<file path="src/bfu_pkg.sv">
// Shared types and constants of the flocking update block.
`default_nettype none

package bfu_pkg;

    localparam int DEF_MAX_AGENTS = 128;

    localparam int CNT_W = 8;
    localparam int DIM_W = 12;
    localparam int Q_W   = 32;
    localparam int DVS_W = 10;

    localparam logic [DVS_W-1:0] DIV_COH = 10'd1000;
    localparam logic [DVS_W-1:0] DIV_ATT = 10'd800;

    // Configuration register indexes.
    localparam logic [1:0] CFG_COUNT  = 2'd0;
    localparam logic [1:0] CFG_WIDTH  = 2'd1;
    localparam logic [1:0] CFG_HEIGHT = 2'd2;

    // Division slots, run in this order.
    localparam logic [2:0] SEL_MX   = 3'd0;
    localparam logic [2:0] SEL_MY   = 3'd1;
    localparam logic [2:0] SEL_MVX  = 3'd2;
    localparam logic [2:0] SEL_MVY  = 3'd3;
    localparam logic [2:0] SEL_COHX = 3'd4;
    localparam logic [2:0] SEL_COHY = 3'd5;
    localparam logic [2:0] SEL_ATTX = 3'd6;
    localparam logic [2:0] SEL_ATTY = 3'd7;

    typedef struct packed {
        logic       load_item;
        logic       wr_load;
        logic       res_zero;
        logic       rd_own;
        logic       own_latch;
        logic       wr_clear;
        logic       wr_move;
        logic       sweep_start;
        logic       div_start;
        logic       div_store;
        logic [2:0] div_sel;
        logic       calc_vel;
        logic       calc_pos;
        logic       out_load;
    } t_cmd;

    typedef struct packed {
        logic idx_oob;
        logic opcode;
        logic own_ent;
        logic own_oob;
        logic small_flock;
        logic sweep_busy;
        logic div_done;
        logic out_free;
    } t_status;

endpackage

`default_nettype wire

</file>
<file path="src/bfu_ctrl.sv">
// Controller state machine sequencing item handling, the table sweep and divisions.
`default_nettype none

module bfu_ctrl
    import bfu_pkg::*;
(
    input  wire logic    i_clk,
    input  wire logic    i_rst_n,
    input  wire logic    i_in_valid,
    output logic         o_in_stall,
    input  wire t_status i_status,
    output t_cmd         o_cmd
);

    localparam logic [3:0] ST_IDLE     = 4'd0;
    localparam logic [3:0] ST_DISPATCH = 4'd1;
    localparam logic [3:0] ST_WRITE    = 4'd2;
    localparam logic [3:0] ST_ZERO     = 4'd3;
    localparam logic [3:0] ST_OWN_RD   = 4'd4;
    localparam logic [3:0] ST_OWN_WAIT = 4'd5;
    localparam logic [3:0] ST_DECIDE   = 4'd6;
    localparam logic [3:0] ST_SWEEP    = 4'd7;
    localparam logic [3:0] ST_DIV_GO   = 4'd8;
    localparam logic [3:0] ST_DIV_WAIT = 4'd9;
    localparam logic [3:0] ST_VEL      = 4'd10;
    localparam logic [3:0] ST_POS      = 4'd11;
    localparam logic [3:0] ST_RESULT   = 4'd12;

    logic [3:0] r_state, n_state;
    logic [2:0] r_sel, n_sel;

    always_comb begin
        n_state = r_state;
        n_sel   = r_sel;
        o_cmd   = '0;
        o_cmd.div_sel = r_sel;
        unique case (r_state)
            ST_IDLE: begin
                if (i_in_valid) begin
                    o_cmd.load_item = 1'b1;
                    n_state = ST_DISPATCH;
                end
            end
            ST_DISPATCH: begin
                if (i_status.idx_oob) begin
                    n_state = ST_ZERO;
                end else if (!i_status.opcode) begin
                    n_state = ST_WRITE;
                end else begin
                    n_state = ST_OWN_RD;
                end
            end
            ST_WRITE: begin
                o_cmd.wr_load = 1'b1;
                n_state = ST_RESULT;
            end
            ST_ZERO: begin
                o_cmd.res_zero = 1'b1;
                n_state = ST_RESULT;
            end
            ST_OWN_RD: begin
                o_cmd.rd_own = 1'b1;
                n_state = ST_OWN_WAIT;
            end
            ST_OWN_WAIT: begin
                o_cmd.own_latch = 1'b1;
                n_state = ST_DECIDE;
            end
            ST_DECIDE: begin
                if (i_status.own_ent && !i_status.own_oob) begin
                    o_cmd.wr_clear = 1'b1;
                    n_state = ST_RESULT;
                end else if (i_status.own_ent) begin
                    o_cmd.wr_move = 1'b1;
                    n_state = ST_RESULT;
                end else begin
                    o_cmd.sweep_start = 1'b1;
                    n_state = ST_SWEEP;
                end
            end
            ST_SWEEP: begin
                if (!i_status.sweep_busy) begin
                    // Without a flock only the player attraction needs dividing.
                    n_sel   = i_status.small_flock ? SEL_ATTX : SEL_MX;
                    n_state = ST_DIV_GO;
                end
            end
            ST_DIV_GO: begin
                o_cmd.div_start = 1'b1;
                n_state = ST_DIV_WAIT;
            end
            ST_DIV_WAIT: begin
                if (i_status.div_done) begin
                    o_cmd.div_store = 1'b1;
                    if (r_sel == SEL_ATTY) begin
                        n_state = ST_VEL;
                    end else begin
                        n_sel   = r_sel + 3'd1;
                        n_state = ST_DIV_GO;
                    end
                end
            end
            ST_VEL: begin
                o_cmd.calc_vel = 1'b1;
                n_state = ST_POS;
            end
            ST_POS: begin
                o_cmd.calc_pos = 1'b1;
                n_state = ST_RESULT;
            end
            ST_RESULT: begin
                if (i_status.out_free) begin
                    o_cmd.out_load = 1'b1;
                    n_state = ST_IDLE;
                end
            end
            default: begin
                n_state = ST_IDLE;
            end
        endcase
    end

    always_ff @(posedge i_clk) begin
        if (!i_rst_n) begin
            r_state <= ST_IDLE;
            r_sel   <= SEL_MX;
        end else begin
            r_state <= n_state;
            r_sel   <= n_sel;
        end
    end

    assign o_in_stall = (r_state != ST_IDLE);

endmodule

`default_nettype wire

</file>
<file path="config.mk">
export PLATFORM = sky130hd
export DESIGN_NAME = bfu_ctrl
export DESIGN_NICKNAME = d
export VERILOG_FILES = /design/src/bfu_pkg.sv /design/src/bfu_ctrl.sv
export SDC_FILE = /design/constraint.sdc
export NUM_CORES = 1
export LEC_CHECK = 0
export BUFFER_PORTS_ARGS = -buffer_cell sky130_fd_sc_hd__buf_4
export CORE_ASPECT_RATIO = 0.75
export CORE_MARGIN = 4
export CORE_UTILIZATION = 25
export DETAILED_ROUTE_END_ITERATION = 12
export GPL_TIMING_DRIVEN = 0
export SLEW_MARGIN = 20
export SYNTH_ARGS = -nofsm -noshare
export SYNTH_HDL_FRONTEND = slang
export SYNTH_SLANG_ARGS = --single-unit
</file>
<file path="constraint.sdc">
create_clock -name i_clk -period 3.65 [get_ports i_clk]
set_input_delay 0.73 -clock i_clk [delete_from_list [all_inputs] [get_ports i_clk]]
set_output_delay 0.73 -clock i_clk [all_outputs]
set_load 0.1 [all_outputs]
</file>
* Word-level counts from Yosys, hierarchy flattened
Index checks and enable logic that the tools add are counted.
Word-level totals: register bits after elaboration 7, output and inout port bits 17, logic and storage cells 62
Cells by class: add/sub/neg operators 1, equal/unequal tests 18, mux-type cells 33, reduce and logical (&&, ||, !) cells 8
Operators with widths (number):
- $pmux W4 S11 | 1
- $mux W4 | 7
- $eq A4 B4 Y1 const B | 5
- $mux W3 | 6
- $eq A4 B3 Y1 const B | 4
- $mux W1 | 16
- $ne A2 B2 Y1 const B | 5
- $eq A4 B2 Y1 const B | 2
- $reduce_and A4 Y1 | 2
- $pmux W3 S2 | 1
- $eq A4 B1 Y1 const B | 1
- $logic_not A4 Y1 | 1
- $mux W2 | 2
- $reduce_bool A4 Y1 | 1
- $add A3 B1 Y3 const B | 1
- $eq A3 B3 Y1 const B | 1
- $reduce_or A3 Y1 | 1
- $reduce_bool A2 Y1 | 1
- $logic_and A1 B1 Y1 | 1
- $logic_not A1 Y1 | 1

* Longest topological paths before layout
Gate-level depths: netlist of the first run.
depth in word-level cells 4, mapped depth 6, gate-level depth less buffers 6

* Least setup slack after synthesis of the first run
OpenSTA, ideal clock, no wires.
kind input to output, start input port i_status[5] (netlist name), end output port o_cmd[8] (netlist name), data arrival time 3604 ps, required time 2920 ps, slack -684 ps, stages 1, buffers on the path 0, cell sequence nor4_1
On the way: longest elaborated chain between the ends 3, elaborated cells between the ends (all ways) 4, those cells by class 3 x mux; 1 x reduce/logical
Ends and longest elaborated chain:
- start: declaration | RTL line bfu_ctrl.sv:11 | input wire t_status i_status,
- $mux W1 or $logic_and A1 B1 Y1 (tied branches) | RTL line bfu_ctrl.sv:73, bfu_ctrl.sv:70
- $mux W2 * | RTL line bfu_ctrl.sv:70 | if (i_status.own_ent && !i_status.own_oob) begin
- $mux W3 * | RTL line bfu_ctrl.sv:37 | unique case (r_state)
- end: declaration | RTL line bfu_ctrl.sv:12 | output t_cmd o_cmd
Mark *: on every way between the ends. The rest lies on a longest branch, timed or not.

==> results of run 1 <==
## critical path, stage by stage (launching register included)
cell	delay [ns]
sky130_fd_sc_hd__dfxtp_1	0.32
sky130_fd_sc_hd__buf_2	0.20
sky130_fd_sc_hd__clkbuf_1	0.39
sky130_fd_sc_hd__nor3_1	0.13
sky130_fd_sc_hd__and3_1	0.20
sky130_fd_sc_hd__buf_4	0.23
## cell usage in the layout (no fill, tap or decap), types with 2 or more instances in the layout
cell                        n
sky130_fd_sc_hd__o311ai_0   3
sky130_fd_sc_hd__and3_1     2
sky130_fd_sc_hd__nand2b_1   6
sky130_fd_sc_hd__clkbuf_1   4
sky130_fd_sc_hd__inv_1      4
sky130_fd_sc_hd__buf_4     28
sky130_fd_sc_hd__o31ai_1    2
sky130_fd_sc_hd__dfxtp_1    7
sky130_fd_sc_hd__clkbuf_4   3
sky130_fd_sc_hd__mux2i_1    2
sky130_fd_sc_hd__nor3_1     6
sky130_fd_sc_hd__o21a_1     2
sky130_fd_sc_hd__o21ai_0    3
sky130_fd_sc_hd__mux2_2     2
sky130_fd_sc_hd__o21ai_1    4
sky130_fd_sc_hd__buf_2      3
sky130_fd_sc_hd__nor2_1     9
sky130_fd_sc_hd__nand2_1    9
sky130_fd_sc_hd__ha_1       2
sky130_fd_sc_hd__nand3_1    2
## flip-flops by register name, summed over array words and instances, names as in the netlist
name / cells
r_state: 4
r_sel: 3
## through the flow
stage	hold WS [ns]	cell area, um2	std cells	worst slack (ns)	power [mW]
floorplan	0.618	671	90	0.0921	0.659
global placement	0.473	916	151	1.48	0.787
detailed placement	0.486	916	151	1.48	0.795
CTS	0.493	942	155	1.19	0.867
global route	0.510	942	155	1.03	0.923
finish	0.496	942	155	1.19	0.866
## worst paths after layout
| check | from | to | slack, ns | cells past startpoint |
|---|---|---|---|---|
| hold / removal | r_sel[2]$_SDFFE_PN0P_ | r_sel[2]$_SDFFE_PN0P_ | 0.50 | 2 |
| setup reg to reg | r_sel[0]$_SDFFE_PN0P_ | r_sel[1]$_SDFFE_PN0P_ | 1.80 | 6 |
| setup / recovery | r_state[0]$_SDFFE_PN0P_ | o_cmd[9] | 1.19 | 5 |
| hold reg to reg | r_sel[2]$_SDFFE_PN0P_ | r_sel[2]$_SDFFE_PN0P_ | 0.50 | 2 |
## layer usage
| metal | share of wire | wire, um |
|---|---|---|
| met5 | 0 | 0 |
| met4 | 0 | 0 |
| met3 | 0.081 | 160 |
| met2 | 0.48 | 949 |
| met1 | 0.44 | 863 |
## kinds of logic after synthesis
| family | count (synthesis) | share of synthesized area |
|---|---|---|
| buf+inv | 11 | 0.0734 |
| fa+ha+maj | 2 | 0.0377 |
| mux | 4 | 0.0640 |
| compound gates | 22 | 0.237 |
| flops | 7 | 0.211 |
| simple gates | 44 | 0.377 |
## where the power goes
part	total [mW]	switching, mW	leakage, nW	internal, mW
clock	0.0721	0.0303	0.0150	0.0418
sequential	0.126	0.0248	0.0573	0.101
combinational	0.668	0.495	0.335	0.173
total	0.866	0.550	0.407	0.316
## final cells by class
class / instances / area share
Buffer: 7 / 0.0359
Clock buffer: 4 / 0.0279
Inverter: 4 / 0.0159
Multi-Input combinational cell: 72 / 0.511
Sequential cell: 7 / 0.149
Tap cell: 34 / 0.0452
Timing Repair Buffer: 27 / 0.215
==> out/summary.md, run 1 <==
GRT
* **vias in the first global route** 706
* **met2 usage in global routing** 0.186
* **Most Used Layer, Global Route** met2
* **met3 Track Usage GR** 0.0451
* **maximum number of pins on one net before global-route repair** 11
* **gr usage total** 0.115
* **overflow left after global routing** 0
* **global routing met1 resource utilization** 0.149
* **wire length of the first global-routing pass** 3130 um
* **initial antenna violation count** 0

Yosys
* **ranking of synthesized cells by area** sky130_fd_sc_hd__dfxtp_1 (21%), sky130_fd_sc_hd__nand2b_1 (5.6%), sky130_fd_sc_hd__nand2_1 (5.1%)
* **synthesized netlist net count** 103
* **leading cell types by count after synthesis** sky130_fd_sc_hd__nand2_1 (9), sky130_fd_sc_hd__nor2_1 (9), sky130_fd_sc_hd__dfxtp_1 (7)
* **EDFF count, synth** 0
* **post-synthesis cell type count** 37
* **cell area after synthesis** 664 um2
* **Syn Area/Cell** 7.38 um2
* **flip-flop cell with the highest count after synthesis** sky130_fd_sc_hd__dfxtp_1
* **total number of yosys warnings** 0
* **proportion of synthesized chip area in sequential cells** 0.211
* **leading area contributor after synthesis** sky130_fd_sc_hd__dfxtp_1
* **synthesized instance count** 90
* **register bit count reported by yosys** 7
* **fraction of registers with async set or reset after synthesis** 0
* **share of the synthesized area in the top cell type** 0.211

Timing
* **Setup Skew** 0.00681 ns
* **final number of max-transition violations** 0
* **setup repair after global routing missed its margin** false
* **share of the clock period used by the worst path after layout** 0.675
* **relative slew slack** 0.699
* **aggregate negative setup slack** 0 ns
* **Highest Clock Rate** 406 MHz
* **hold violation total from the final report** 0
* **Period minus WS final** 2.46 ns
* **Worst Tran Pin Value** 0.451 ns
* **number of setup violations in the final report** 0

Die
* **boundary pin count** 28
* **Core Area** 2420 um2
* **width of the chip** 67.5 um
* **initial standard-cell utilization of the core** 0.274
* **num rows** 15
* **die area** 3550 um2
* **Die H** 52.6 um

Routing
* **count of unresolved DRC violations after routing** 0
* **detail-routed net length per standard cell** 12.7 um
* **number of design-rule violations left by the first detailed-router iteration** 43
* **final wirelength** 1970 um
* **drt first pass iters** 4
* **vias per std cell** 5.08
* **via count** 788
* **antenna-violating nets left** 0

Clocking
* **post_cts resized** 0
* **number of clock sinks seen by CTS** 7
* **maximum buffer depth of the clock tree** 2
* **Setup Fix Bufs, Post-CTS** 0
* **Clk Tree Root Cell** sky130_fd_sc_hd__clkbuf_4
* **post-cts hold buffer count** 0
* **# H-tree levels** 1
* **worst skew pair latency** 0.26 ns
* **clock tree from TritonCTS** done
* **clock slew at reported path FFs** 0.06 ns
* **Inserted Clock Buffers** 3

Final layout
* **number of nets in the final layout** 135
* **number of antenna repair diodes** 0
* **combined area of the multi-input logic cells** 482 um2
* **fraction of the core area covered by cells at the end of the flow** 0.389
* **area occupied by registers** 140 um2
* **count of filler cells inserted in the layout** 246
* **share of layout cells above drive strength 1** 0.347
* **Area Overhead vs Synth** 41.8%

Place
* **GPL Wtd Cong** 0.834
* **total of buffers placed on input and output ports** 27
* **detailed placer's ending HPWL** 1560 um

Setup path
* **Startpoint Class** register
* **crit path kind** register to output port
* **CP Data Required Time** 2.92 ns
* **kind of capture point of the worst setup path** output port
* **WP data arrival** 1.73 ns
* **maximum net fanout on the critical path** 10

Status
* **outcome** completed

Job
* **count of maximum capacitance violations** 0

Pwr
* **leakage power of the design** 0.407 nW
* **P per Cell Area** 919 nW/um2
* **largest vdd supply drop** 0.220 mV

Worst hold path
* **worst hold path class** register to register

Note: power is estimated with default switching activity, not from simulation.
==> run 2, diff against run 1 <==
- ABC_AREA: unset -> 1
- clock period: 3.65 -> 2.28 ns (I/O delays scaled with it)
==> out/summary.md, run 2 <==
Final layout
* **Area Overhead vs Synth** 48.8%
* **share of layout cells above drive strength 1** 0.333
* **most used cells in the layout excluding fill and tap cells** sky130_fd_sc_hd__nand2_1 (27), sky130_fd_sc_hd__buf_4 (27), sky130_fd_sc_hd__nor2_1 (18), sky130_fd_sc_hd__inv_1 (16), sky130_fd_sc_hd__nand3_1 (11)
* **register ranked first by flip-flop count** r_state
* **combined area of the multi-input logic cells** 450 um2
* **count of filler cells inserted in the layout** 268
* **number of nets in the final layout** 158
* **number of antenna repair diodes** 0
* **flip-flop count of the largest register, all copies and words added** 4
* **fraction of the core area covered by cells at the end of the flow** 0.397
* **area occupied by registers** 140 um2
* **registers with the most flip-flops** r_state x4, r_sel x3

Die
* **Die H** 51.3 um
* **num rows** 15
* **Core Area** 2350 um2
* **die area** 3370 um2
* **width of the chip** 65.8 um
* **boundary pin count** 28
* **initial standard-cell utilization of the core** 0.267

Timing
* **hold violation total from the final report** 0
* **Period minus WS final** 2.02 ns
* **Worst Tran Pin Value** 0.408 ns
* **Setup Skew** 0.000242 ns
* **worst-case setup margin in the final layout** 0.261 ns
* **relative slew slack** 0.727
* **number of setup violations in the final report** 0
* **share of the clock period used by the worst path after layout** 0.885
* **aggregate negative setup slack** 0 ns
* **final number of max-transition violations** 0
* **setup repair after global routing missed its margin** false
* **Highest Clock Rate** 495 MHz
* **hold slack final** 0.455 ns

Setup path
* **crit path kind** register to output port
* **CP Data Required Time** 1.82 ns
* **Startpoint Class** register
* **WP data arrival** 1.56 ns
* **kind of capture point of the worst setup path** output port
* **maximum net fanout on the critical path** 9

GRT
* **initial antenna violation count** 0
* **wire length of the first global-routing pass** 2850 um
* **maximum number of pins on one net before global-route repair** 10
* **vias in the first global route** 689
* **overflow left after global routing** 0
* **gr usage total** 0.110

Yosys
* **total number of yosys warnings** 0
* **synthesized netlist net count** 126
* **register bit count reported by yosys** 7
* **ranking of synthesized cells by area** sky130_fd_sc_hd__dfxtp_1 (22%), sky130_fd_sc_hd__nand2_1 (16%), sky130_fd_sc_hd__nor2_1 (15%)
* **leading cell types by count after synthesis** sky130_fd_sc_hd__nand2_1 (27), sky130_fd_sc_hd__nor2_1 (25), sky130_fd_sc_hd__inv_1 (16)
* **share of synthesized cell area in and, or, nand and nor gates** 0.538
* **leading area contributor after synthesis** sky130_fd_sc_hd__dfxtp_1
* **area fraction in compound gates after synthesis** 0.0880
* **share of the synthesized area in the top cell type** 0.224
* **EDFF count, synth** 0
* **synthesized instance count** 113
* **flip-flop cell with the highest count after synthesis** sky130_fd_sc_hd__dfxtp_1
* **Syn Area/Cell** 5.54 um2
* **fraction of synthesized cell area in xor and xnor cells** 0
* **proportion of synthesized chip area in sequential cells** 0.224
* **main combinational cell family by area after synthesis** simple AND/OR/NAND/NOR gates
* **mux contribution to synthesized area** 0
* **post-synthesis cell type count** 17
* **dominant cell by count in the synthesized netlist** sky130_fd_sc_hd__nand2_1
* **cell area after synthesis** 626 um2
* **fraction of registers with async set or reset after synthesis** 0
* **arithmetic-cell share of the synthesized area counting full adders, half adders and majority gates** 0.0400

Clocking
* **post_cts resized** 0
* **clock slew at reported path FFs** 0.05 ns
* **Clk Tree Root Cell** sky130_fd_sc_hd__clkbuf_4
* **number of clock sinks seen by CTS** 7
* **worst skew pair latency** 0.25 ns
* **Setup Fix Bufs, Post-CTS** 0
* **# H-tree levels** 1
* **Inserted Clock Buffers** 3
* **post-cts hold buffer count** 0
* **clock tree from TritonCTS** done
* **maximum buffer depth of the clock tree** 2

Place
* **GPL Wtd Cong** 0.831
* **post-placement setup slack** 0.531 ns
* **total of buffers placed on input and output ports** 27
* **detailed placer's ending HPWL** 1460 um

Status
* **outcome** completed

Routing
* **antenna-violating nets left** 0
* **number of design-rule violations left by the first detailed-router iteration** 33
* **final wirelength** 1690 um
* **vias per std cell** 4.22
* **via count** 751
* **count of unresolved DRC violations after routing** 0
* **detail-routed net length per standard cell** 9.49 um
* **drt first pass iters** 4

Pwr
* **power consumption** 1.17 mW
* **leakage power of the design** 0.520 nW
* **P per Cell Area** 1250 nW/um2
* **largest vdd supply drop** 0.328 mV

Worst hold path
* **worst hold path class** input port to register

Job
* **count of maximum capacitance violations** 0

## run 2: kinds of logic (layout without fill, tap and decap cells)
logic type	Yosys count	after routing
AOI/OAI and AO/OA	11	11
adders and majority gates	2	2
buffers and inverters	18	49
DFF	7	7
and+or+nand+nor	75	75
## run 2: layout make-up
type,instances,area share
Buffer,1,0.00538
Clock buffer,4,0.0282
Inverter,17,0.0685
Multi-Input combinational cell,88,0.484
Sequential cell,7,0.151
Tap cell,34,0.0457
Timing Repair Buffer,27,0.218
## run 2: per-layer routing
layer	routed length, um	up-vias	share of wire	global-route usage
met5	0	-	0	0
met4	33	0	0.020	0.0655
met3	107	4	0.063	0.0220
met2	704	20	0.42	0.171
met1	845	311	0.50	0.139
li1	-	416	-	-
## run 2: worst paths after layout
path                                              start                    end  slack, ns  depth (start not counted)
worst max-delay path            r_state[0]$_SDFFE_PN0P_               o_cmd[6]       0.26                          5
worst min-delay path                            i_rst_n  r_sel[1]$_SDFFE_PN0P_       0.46                          3
worst max register to register  r_state[0]$_SDFFE_PN0P_  r_sel[2]$_SDFFE_PN0P_       0.73                          7
worst min register to register    r_sel[0]$_SDFFE_PN0P_  r_sel[0]$_SDFFE_PN0P_       0.53                          2
## run 2: power by group
part / leakage (nW) / internal (mW) / switching, mW
logic: 0.448 / 0.192 / 0.670
registers: 0.0569 / 0.153 / 0.0433
clock network: 0.0150 / 0.0666 / 0.0429
total: 0.520 / 0.411 / 0.756
## run 2: worst max-delay path: stages (launching register included)
cell	delay, ns
sky130_fd_sc_hd__dfxtp_1	0.39
sky130_fd_sc_hd__inv_1	0.10
sky130_fd_sc_hd__nor2_2	0.34
sky130_fd_sc_hd__nand2_4	0.11
sky130_fd_sc_hd__nor2_2	0.09
sky130_fd_sc_hd__buf_4	0.29
## run 2: per-stage QoR
stage	cells	instance area, um2
floorplan	113	659
global placement	174	905
detailed placement	174	905
CTS	178	931
global route	178	931
finish	178	931
